==> config.mk <==
export PLATFORM = sky130hd
export DESIGN_NAME = dmph_ctrl
export DESIGN_NICKNAME = d
export VERILOG_FILES = /design/src/sv/dmph_pkg.sv /design/src/sv/dmph_ctrl.sv
export SDC_FILE = /design/constraint.sdc
export NUM_CORES = 1
export LEC_CHECK = 0
export BUFFER_PORTS_ARGS = -buffer_cell sky130_fd_sc_hd__buf_4
export CORE_AREA = 4 4 41 43
export DETAILED_ROUTE_END_ITERATION = 12
export DIE_AREA = 0 0 45 47
export PLACE_DENSITY_LB_ADDON = 0.05
export SYNTH_ARGS = -nofsm -noshare
export SYNTH_HDL_FRONTEND = slang
export SYNTH_SLANG_ARGS = --single-unit
==> constraint.sdc <==
create_clock -name i_clk -period 1.3 [get_ports i_clk]
set_input_delay 0.26 -clock i_clk [delete_from_list [all_inputs] [get_ports i_clk]]
set_output_delay 0.26 -clock i_clk [all_outputs]
set_load 0.03 [all_outputs]
==> src/sv/dmph_pkg.sv <==
// Package for the dual-modulus polynomial hash block.
// Holds the widths, register codes, beat structs, FSM states and control structs.
// No dependencies.
package dmph_pkg;

    // Field and datapath widths.
    localparam int HASH_W    = 31;
    localparam int BYTE_W    = 8;
    localparam int PROD_W    = 2 * HASH_W;
    localparam int CNT_W     = $clog2(PROD_W);
    localparam int CFG_IDX_W = 2;

    // Highest byte value that counts as ASCII.
    localparam logic [BYTE_W-1:0] ASCII_MAX = BYTE_W'(127);

    // Register reset values.
    localparam logic [HASH_W-1:0] BASE_RST    = HASH_W'(131);
    localparam logic [HASH_W-1:0] MOD_ONE_RST = HASH_W'(1000000007);
    localparam logic [HASH_W-1:0] MOD_TWO_RST = HASH_W'(998244353);

    // Configuration register indexes.
    typedef enum logic [CFG_IDX_W-1:0] {
        CFG_BASE    = 2'd0,
        CFG_MOD_ONE = 2'd1,
        CFG_MOD_TWO = 2'd2
    } t_cfg_idx;

    // Input and output beats.
    typedef struct packed {
        logic [BYTE_W-1:0] byte_in;
        logic              start_new;
    } t_in_beat;

    typedef struct packed {
        logic [HASH_W-1:0] hash_first;
        logic [HASH_W-1:0] hash_second;
        logic              bad_char;
    } t_out_beat;

    // Controller states.
    typedef enum logic [1:0] {
        ST_IDLE,
        ST_MUL,
        ST_RED,
        ST_FIN
    } t_state;

    // Commands from controller to datapath.
    typedef struct packed {
        logic load_in;
        logic mul;
        logic step;
        logic commit;
    } t_cmd;

    // Status from datapath to controller.
    typedef struct packed {
        logic bad;
        logic last;
    } t_sts;

endpackage

==> src/sv/dmph_ctrl.sv <==
// Controller state machine for the dual-modulus polynomial hash block.
// Sequences load, multiply, bit-serial reduction and result hand-off.
// Depends on dmph_pkg.
module dmph_ctrl (
    input  logic          i_clk,
    input  logic          i_rst_n,
    input  logic          i_in_valid,
    output logic          o_in_stall,
    output logic          o_out_valid,
    input  logic          i_out_stall,
    input  dmph_pkg::t_sts i_sts,
    output dmph_pkg::t_cmd o_cmd
);
    import dmph_pkg::*;

    t_state r_state, n_state;
    logic   r_out_valid, n_out_valid;
    logic   out_free;

    // The output register can take a new beat when empty or being drained.
    assign out_free    = !r_out_valid || !i_out_stall;
    assign o_out_valid = r_out_valid;

    // State and output-valid registers.
    always_ff @(posedge i_clk) begin
        if (!i_rst_n) begin
            r_state     <= ST_IDLE;
            r_out_valid <= 1'b0;
        end else begin
            r_state     <= n_state;
            r_out_valid <= n_out_valid;
        end
    end

    // Next state and commands.
    always_comb begin
        n_state    = r_state;
        o_cmd      = '0;
        o_in_stall = 1'b1;
        case (r_state)
            ST_IDLE: begin
                o_in_stall = 1'b0;
                if (i_in_valid) begin
                    o_cmd.load_in = 1'b1;
                    n_state       = ST_MUL;
                end
            end
            ST_MUL: begin
                if (i_sts.bad) begin
                    n_state = ST_FIN;
                end else begin
                    o_cmd.mul = 1'b1;
                    n_state   = ST_RED;
                end
            end
            ST_RED: begin
                o_cmd.step = 1'b1;
                if (i_sts.last) begin
                    n_state = ST_FIN;
                end
            end
            ST_FIN: begin
                if (out_free) begin
                    o_cmd.commit = 1'b1;
                    n_state      = ST_IDLE;
                end
            end
            default: begin
                n_state = ST_IDLE;
            end
        endcase

        // A commit fills the output register; an unstalled beat empties it.
        if (o_cmd.commit) begin
            n_out_valid = 1'b1;
        end else if (!i_out_stall) begin
            n_out_valid = 1'b0;
        end else begin
            n_out_valid = r_out_valid;
        end
    end

endmodule

; ---- After elaboration in Yosys (flattened, before gate mapping)
; Cells that the tools add are included.
[totals]
mem_bits_rw = 0
output_inout_bits = 6
inputBits = 6
rom_bits = 0
elab_cells = 29
n_memories = 0
latchBits = 0
regBits = 3
[op_classes]
n_lt_le_gt_ge = 0
mul = 0
bitwise = 0
n_addsub = 0
reduce_logical = 5
n_div = 0
shifts = 0
muxes = 15
n_eq_ne = 7
[op_table]
columns = op, n
row1 = 1-bit two-way mux, 11
row2 = 2-bit one-hot mux with 4 select lines, 1
row3 = 2-bit two-way mux, 3
row4 = 2-bit inequality test (second input constant), 3
row5 = 2-bit == test (second input constant), 2
row6 = 3-bit AND reduction, 1
row7 = 2-bit by 1-bit == test with 1-bit output (second input constant), 1
row8 = 1-bit zero test, 2
row9 = 2-bit zero test, 1
row10 = 2-bit by 1-bit inequality test with 1-bit output (second input constant), 1
row11 = 1-bit logical OR, 1

; ---- Logic depth before layout (Yosys ltp)
; Gate-level depths: netlist of the first run.
[logic_depth]
depth_word = 5
ltp_mapped = 5
depth_no_buf = 5

; ---- Worst setup path before layout of the first run
; OpenSTA, ideal clock, no wires.
[synth_timing]
kind = register to register
from = reg r_state[0]
to = reg r_state[0]
slack_ps = -37
path_buffers = 0
synth_period_minus_slack_ps = 1337
stages_incl_launch_ff = 6
setup_time_ps = 88
t_arrival_ps = 1249
required_ps = 1212
cell_sequence = dfxtp_1 inv_1 ha_1 nand2b_4 and3_4 a311oi_2
[synth_via]
elab_chain_cells = 3
word_cells_on_any_way = 9
classes_between = eq/ne (6) / mux (1) / reduce/logical (2)
[synth_rtl]
columns = item, line
row1 = "start, declared", dmph_ctrl.sv:16  ; t_state r_state, n_state;
row2 = "start signal, assigned", dmph_ctrl.sv:30  ; r_state <= n_state;
row3 = 2-bit == test or 2-bit zero test (tied branches), dmph_ctrl.sv:40  ; case (r_state)
row4 = 2-bit inequality test (no source line), --
row5 = 3-bit AND reduction (no source line), --
; Several ways; a longest one is shown, not always the timed one.
; A chain may end at the register's enable or synchronous reset.

==> flow_summary_export.csv, run 1 <==
group,metric,value,unit
sta,fmax,0.7298,GHz
final_layout,stdcell_count,66,
critical_path,r2r_end,"r_state[0]",
drt,dr_total_vias,278,
logic_synthesis,avgSynthCellArea,9.492,sq um
drt,drt-initial-drc-count,8,
power,power.switching,591.9,uW
logic_synthesis,synth_top_area_cell,"ha_1",
drt,drt-wirelength-per-cell,11.94,um
critical_path,reg2reg_from,"r_state[1]",
logic_synthesis,syn_area,275.3,sq um
critical_path,cp.buffers_inverters,2,
critical_path,cp_max_fo,3,
power,intPower,802.9,uW
power,switching_share,42.44,%
sta,fin_tns_setup,-0.1891,ns
drt,wl,788,um
critical_path,startpoint_type,"flip-flop",
clock_network,cts_made_buffers,3,
clock_network,h-tree-depth,1,
clock_network,cts_tree,"built",
job,maxCapViolCount,0,
power,combPwrFrac,72.5,%
drt,drc_errors,0,
final_layout,n_antenna_cell,0,
clock_network,clk_pin_slew_worst_paths,0.04,ns
logic_synthesis,yosysUniqueCellTypes,17,
grt,grt_pass1_wl,1200,um
critical_path,path_cells,"buf_6, ha_4, nor2b_4, buf_6",
worst_hold_path,hold_end,"o_out_valid",
die,start_util,21.15,%
sta,whs,0.3019,ns
sta,slew_headroom,86.76,%
critical_path,crit_arrival,1.11,ns
critical_path,ff2ff_setup_slack,0.05,ns
die,fp-row-count,13,
worst_hold_path,worstHoldStart,"i_out_stall",
placement,hpwl,484.1,um
sta,tightest_slew,0.1976,ns
worst_hold_path,min_path_type,"input port to flip-flop",
clock_network,insertion_delay,0.24,ns
sta,finalMaxSlewViolations,0,
logic_synthesis,synth_seq_cells,3,
grt,grt_overflow,0,
grt,antenna_found_initial,0,
sta,period_needed,1.370,ns
critical_path,crit_top_cell,"buf_6",
logic_synthesis,yosys_warnings,0,
placement,gp_congestion,0.6571,
sta,finalWorstSetupSlack,-0.07033,ns
final_layout,syn_to_final_growth,102.3,%
grt,grtUsageTotal,8.511,%
placement,dp.cells,57,
sta,hold_violations,0,
logic_synthesis,ys_seq_area_share,21.82,%
logic_synthesis,syn_nets,40,
logic_synthesis,netlist.area_leader.share,22.73,%
sta,rsz0062_at_grt,"true",
logic_synthesis,postSynthCellCount,29,
clock_network,cts_num_sinks,3,
placement,numPortBuffers,11,
critical_path,reg2regPathDepth,6,
clock_network,clockRootBuffer,"clkbuf_4",
die,dieArea,2115,sq um
grt,grt_max_degree,5,
power,power_density,2505,nW/um^2
power,clkPwrFrac,12.2,%
drt,avgViaCountPerCell,4.212,
die,die_y,47,um
sta,setup_violations,4,
die,ios,12,
die,coreArea,1301,sq um
grt,grt_pass1_vias,296,
critical_path,cp-end-kind,"output port",
critical_path,max_stage_delay,0.35,ns
worst_hold_path,whs_path_depth,3,
critical_path,critPathTopFamily,"flip-flops",
clock_network,hold_buffers,0,
power,p_seq_share,15.3,%
sta,fin_crit_sh,105.4,%
outcome,violations,"negative setup slack",
logic_synthesis,yosys-top-cells-area,"ha_1 (23%), dfxtp_1 (22%), nand2b_4 (10%)",
power,peakVddDrop,1.109,mV
drt,antenna_left,0,
final_layout,most-common-layout-cells,"buf_4 (12), buf_6 (7), ha_4 (4), a21oi_1 (3), clkbuf_4 (3)",
drt,drt_first_pass_iters,4,
final_layout,final_common_cell,"buf_4",
outcome,status,"complete, but fails checks",
final_layout,drive_above_1_share,76.47,%
power,p_leak,0.0002446,uW
clock_network,clockBufferDepth,2,
die,dieWidth,45,um
final_layout,layout.nets,63,
critical_path,cp.required,1.04,ns
critical_path,critical_path.slowest_cell,"dfxtp_4",
sta,fin_worst_skew,0.001667,ns
final_layout,n_fill_cell,133,
critical_path,path_class,"flip-flop to output port",
==> through the flow <==
step,util [%],area (sq um),total power [uW],setup slack [ns]
3_5_place_dp,30.29,394.1,843.5,-0.002278
6_report,42.79,556.8,1395,-0.07033
4_1_cts,40.77,530.5,1319,-0.1033
5_1_grt,42.79,556.8,1493,-0.1118
3_3_place_gp,30.29,394.1,855.2,-0.02126
2_1_floorplan,-,277.8,622.1,0.001241
==> flip-flops by register name, summed over array words and instances (netlist names) <==
register,flops
r_state,2
o_out_valid,1
==> area by class of cell <==
class | instances | area (sq um) | share of cell area [%]
multi-input cells | 21 | 255.2 | 45.84
inverters | 4 | 20.02 | 3.596
repair buffers | 19 | 168.9 | 30.34
well taps | 15 | 18.77 | 3.371
flip-flops and latches | 3 | 67.56 | 12.13
clock buffers | 4 | 26.28 | 4.719
==> Yosys cell counts (all sizes together) <==
cell,count
a31o,1
a311oi,1
ha,5
a21oi,3
buf,1
a21boi,1
dfxtp,3
nand3,2
a31oi,1
and3,1
inv,4
nand4,1
nor2b,1
nand2b,2
nor2,1
and2,1
==> power groups by stage <==
stage / Sequential (uW) / Combinational, uW / Clock (uW)
after detailed placement: 160 / 683 / 0
final: 214 / 1010 / 170
after global routing: 219 / 1080 / 189
after CTS: 213 / 929 / 177
after global placement: 160 / 695 / 0
after floorplan: 170 / 452 / 0
==> tightest hold or removal path, stage by stage <==
cell     delay [ns]
buf_4          0.10
a21oi_1        0.06
nor2_1         0.08
==> worst max path at each step <==
stage / from / end / slack (ns) / cells after the start
finish: r_state[0] / o_cmd[2] / -0.07 / 4
detailed placement: r_state[1] / o_cmd[3] / -0.002 / 4
floorplan: r_state[1] / o_cmd[2] / 0.001 / 3
global route: r_state[0] / o_cmd[2] / -0.11 / 4
CTS: r_state[0] / o_cmd[2] / -0.10 / 4
global placement: r_state[1] / o_cmd[3] / -0.02 / 4
==> routing by layer <==
layer,wire [um],global-route usage [%]
met5,0,0
met4,0,3.509
met3,70,5.747
met2,429,15.25
met1,288,7.449
==> cells by family after synthesis <==
group                    after synthesis  synth area share, %
AO/OA/AOI/OAI                          7                19.09
adder cells (fa/ha/maj)                5                22.73
buffers and inverters                  5                8.181
flip-flops                             3                21.82
AND/OR/NAND/NOR                        9                28.18
==> timing repair <==
item | 4_1_cts | 5_1_grt
resized for setup | 25 | 3
pin swaps | 4 | 2
hold endpoints to repair | 0 | 0
endpoints found under the setup margin | 5 | 5
setup buffers | 3 | 2
No activity file was read; power rests on OpenSTA's default activity.
==> run 2: changes to the inputs <==
--- a/config.mk
+++ b/config.mk
@@ -5,6 +5,7 @@
 export SDC_FILE = /design/constraint.sdc
 export NUM_CORES = 1
 export LEC_CHECK = 0
+export ABC_AREA = 1
 export BUFFER_PORTS_ARGS = -buffer_cell sky130_fd_sc_hd__buf_4
 export CORE_AREA = 4 4 41 43
 export DETAILED_ROUTE_END_ITERATION = 12
==> run 2 against run 1 <==
Effect of this change: the run still ends with negative setup slack left; clock power shrank 6%; maximum frequency grew 4.4%; hold slack lost 0.024 ns; die area stayed put; highest routed layer unchanged.
==> flow_summary_export.csv, run 2 <==
group,metric,value,unit
grt,grtUsageTotal,6.314,%
critical_path,path_cells,"inv_4, ha_4, nand2_2, inv_2, buf_6",
worst_hold_path,hold_end,"r_state[1]",
final_layout,drive_above_1_share,61.11,%
critical_path,cp-end-kind,"output port",
sta,fmax,0.7617,GHz
clock_network,hold_buffers,0,
logic_synthesis,ys_seq_area_share,23.76,%
die,dieWidth,45,um
final_layout,n_fill_cell,152,
logic_synthesis,yosysUniqueCellTypes,12,
sta,tightest_slew,0.1450,ns
drt,drc_errors,0,
worst_hold_path,worstHoldStart,"i_rst_n",
critical_path,reg2reg_from,"r_state[0]",
placement,pre_cts_slack,0.05089,ns
logic_synthesis,async_reset_ff_share,0,%
power,clkPwrFrac,13.1,%
sta,finalWorstSetupSlack,-0.01292,ns
power,combPwrFrac,67.9,%
sta,rsz0062_at_grt,"true",
logic_synthesis,syn_area,252.7,sq um
clock_network,insertion_delay,0.23,ns
final_layout,final_common_cell,"buf_4",
drt,drt-initial-drc-count,4,
power,power.switching,567.4,uW
die,coreArea,1301,sq um
power,power_density,2513,nW/um^2
placement,placed_area,346.6,sq um
drt,met1_length,265,um
logic_synthesis,synth_ff_type,"dfxtp_1",
final_layout,fin_area,483.0,sq um
sta,slew_headroom,90.32,%
drt,avgViaCountPerCell,3.899,
final_layout,syn_to_final_growth,91.09,%
die,start_util,19.42,%
clock_network,h-tree-depth,1,
critical_path,startpoint_type,"flip-flop",
drt,drt-wirelength-per-cell,9.580,um
logic_synthesis,postSynthCellCount,37,
final_layout,layout.nets,66,
drt,drt_first_pass_iters,2,
logic_synthesis,syn_nets,48,
logic_synthesis,synth_seq_cells,3,
die,fp-row-count,13,
sta,hold_violations,0,
sta,period_needed,1.313,ns
clock_network,clockRootBuffer,"clkbuf_4",
critical_path,r2r_end,"r_state[0]",
die,dieArea,2115,sq um
worst_hold_path,whs_path_depth,3,
power,peakVddDrop,0.7630,mV
critical_path,max_stage_delay,0.39,ns
critical_path,path_class,"flip-flop to output port",
sta,finalMaxSlewViolations,0,
critical_path,ff2ff_setup_slack,0.12,ns
critical_path,cp.required,1.04,ns
critical_path,critical_path.slowest_cell,"dfxtp_4",
sta,fin_worst_skew,0.001169,ns
die,ios,12,
power,intPower,646.2,uW
outcome,violations,"negative setup slack",
sta,fin_crit_sh,101.0,%
job,maxCapViolCount,0,
placement,hpwl,455.2,um
logic_synthesis,yosys_warnings,0,
logic_synthesis,yosys-top-cells-area,"ha_1 (25%), dfxtp_1 (24%), nand2_1 (12%)",
final_layout,most-common-layout-cells,"buf_4 (9), nand2_1 (7), buf_6 (5), nor2_1 (4)",
logic_synthesis,synth_top_area_cell,"ha_1",
grt,antenna_found_initial,0,
grt,grt_overflow,0,
sta,fin_tns_setup,-0.02329,ns
logic_synthesis,synth_common_cells,"nand2_1 (8), inv_1 (7), ha_1 (5), nor2_1 (5), dfxtp_1 (3)",
logic_synthesis,synthMostInstantiatedCell,"nand2_1",
critical_path,reg2regPathDepth,7,
critical_path,crit_arrival,1.05,ns
drt,top_layer,"met3",
grt,grt_pass1_wl,924,um
grt,grt_max_degree,5,
logic_synthesis,avgSynthCellArea,6.831,sq um
critical_path,cp_max_fo,4,
grt,grt_pass1_vias,268,
clock_network,cts_num_sinks,3,
sta,setup_violations,2,
drt,wl_met2,336,um
final_layout,largest_reg_flops,2,
drt,antenna_left,0,
logic_synthesis,netlist.area_leader.share,24.75,%
power,switching_share,46.75,%
drt,wl,661,um
power,p_seq_share,19.0,%
logic_synthesis,synth-edff-count,0,
worst_hold_path,min_path_type,"input port to flip-flop",
die,die_y,47,um
placement,gp_congestion,0.7233,
final_layout,n_antenna_cell,0,
critical_path,worstSetupStartpoint,"r_state[0]",
final_layout,top_register,"r_state",
clock_network,cts_made_buffers,3,
drt,met3RoutedLength,59,um
clock_network,clockBufferDepth,2,
drt,dr_total_vias,269,
placement,numPortBuffers,11,
power,p_leak,0.0002315,uW
clock_network,clk_pin_slew_worst_paths,0.03,ns
clock_network,cts_tree,"built",
outcome,status,"complete, but fails checks",
[run 2: cell count changes after synthesis, sizes merged, moves of 2 or more]
cell / previous run / this run
inv: 4 / 8
nand2: 0 / 9
nand2b: 2 / 0
nor2: 1 / 5
[run 2: worst max-delay path: cells and delay by family, from the launching register on]
kind	cells	cell delay, ns
DFF	1	0.39
adders and majority gates	1	0.16
and+or+nand+nor	1	0.06
buffers and inverters	3	0.20
[run 2: power by group through the flow]
stage | clock, uW | sequential, uW | combinational [uW]
after global placement | 0 | 172 | 569
final | 159 | 230 | 824
after floorplan | 0 | 172 | 416
after detailed placement | 0 | 177 | 580
after global routing | 183 | 239 | 902
after CTS | 170 | 225 | 740
[run 2: logic make-up (layout without fill, tap and decap cells)]
logic type	after synthesis	count (layout)	share of synthesized area, %
and+or+nand+nor	17	17	29.71
buffers and inverters	9	26	14.85
adders and majority gates	5	5	24.75
AOI/OAI and AO/OA	3	3	6.932
DFF	3	3	23.76
[run 2: through the flow]
stage / cells / hold slack [ns] / utilization, % / power, uW
after detailed placement: 62 / 0.4917 / 26.63 / 756.8
after floorplan: 37 / 0.3805 / - / 588.0
after CTS: 68 / 0.2725 / 35.00 / 1135
after global routing: 69 / 0.2687 / 37.12 / 1324
final: 69 / 0.2784 / 37.12 / 1214
after global placement: 62 / 0.4819 / 26.63 / 741.3
[run 2: how the worst max path moves through the flow]
stage / slack (ns) / end / cells after the start
CTS: -0.03 / o_cmd[2] / 5
finish: -0.01 / o_cmd[3] / 5
global placement: 0.09 / o_cmd[3] / 5
global route: -0.08 / o_cmd[2] / 5
floorplan: 0.03 / o_cmd[2] / 4
detailed placement: 0.05 / o_cmd[3] / 5
[run 2: repair_timing]
action                     in CTS  in global routing
buffers inserted                2                  1
resized for setup              20                  7
pin swaps                       1                  2
setup endpoints to repair       5                  5
[run 2: routing by layer]
metal / track usage [%] / vias up
met5: 0 / -
met4: 4.094 / 0
met3: 3.831 / 0
met2: 9.887 / 10
met1: 6.349 / 117
li1: - / 142
[run 2: layout make-up]
type                       count  area [sq um]  area share (%)
multi-input combinational     25         209.0           43.26
inverter                       8         37.54           7.772
timing repair buffer          14         123.9           25.65
tap                           15         18.77           3.886
clock buffer                   4         26.28           5.440
sequential                     3         67.56           13.99
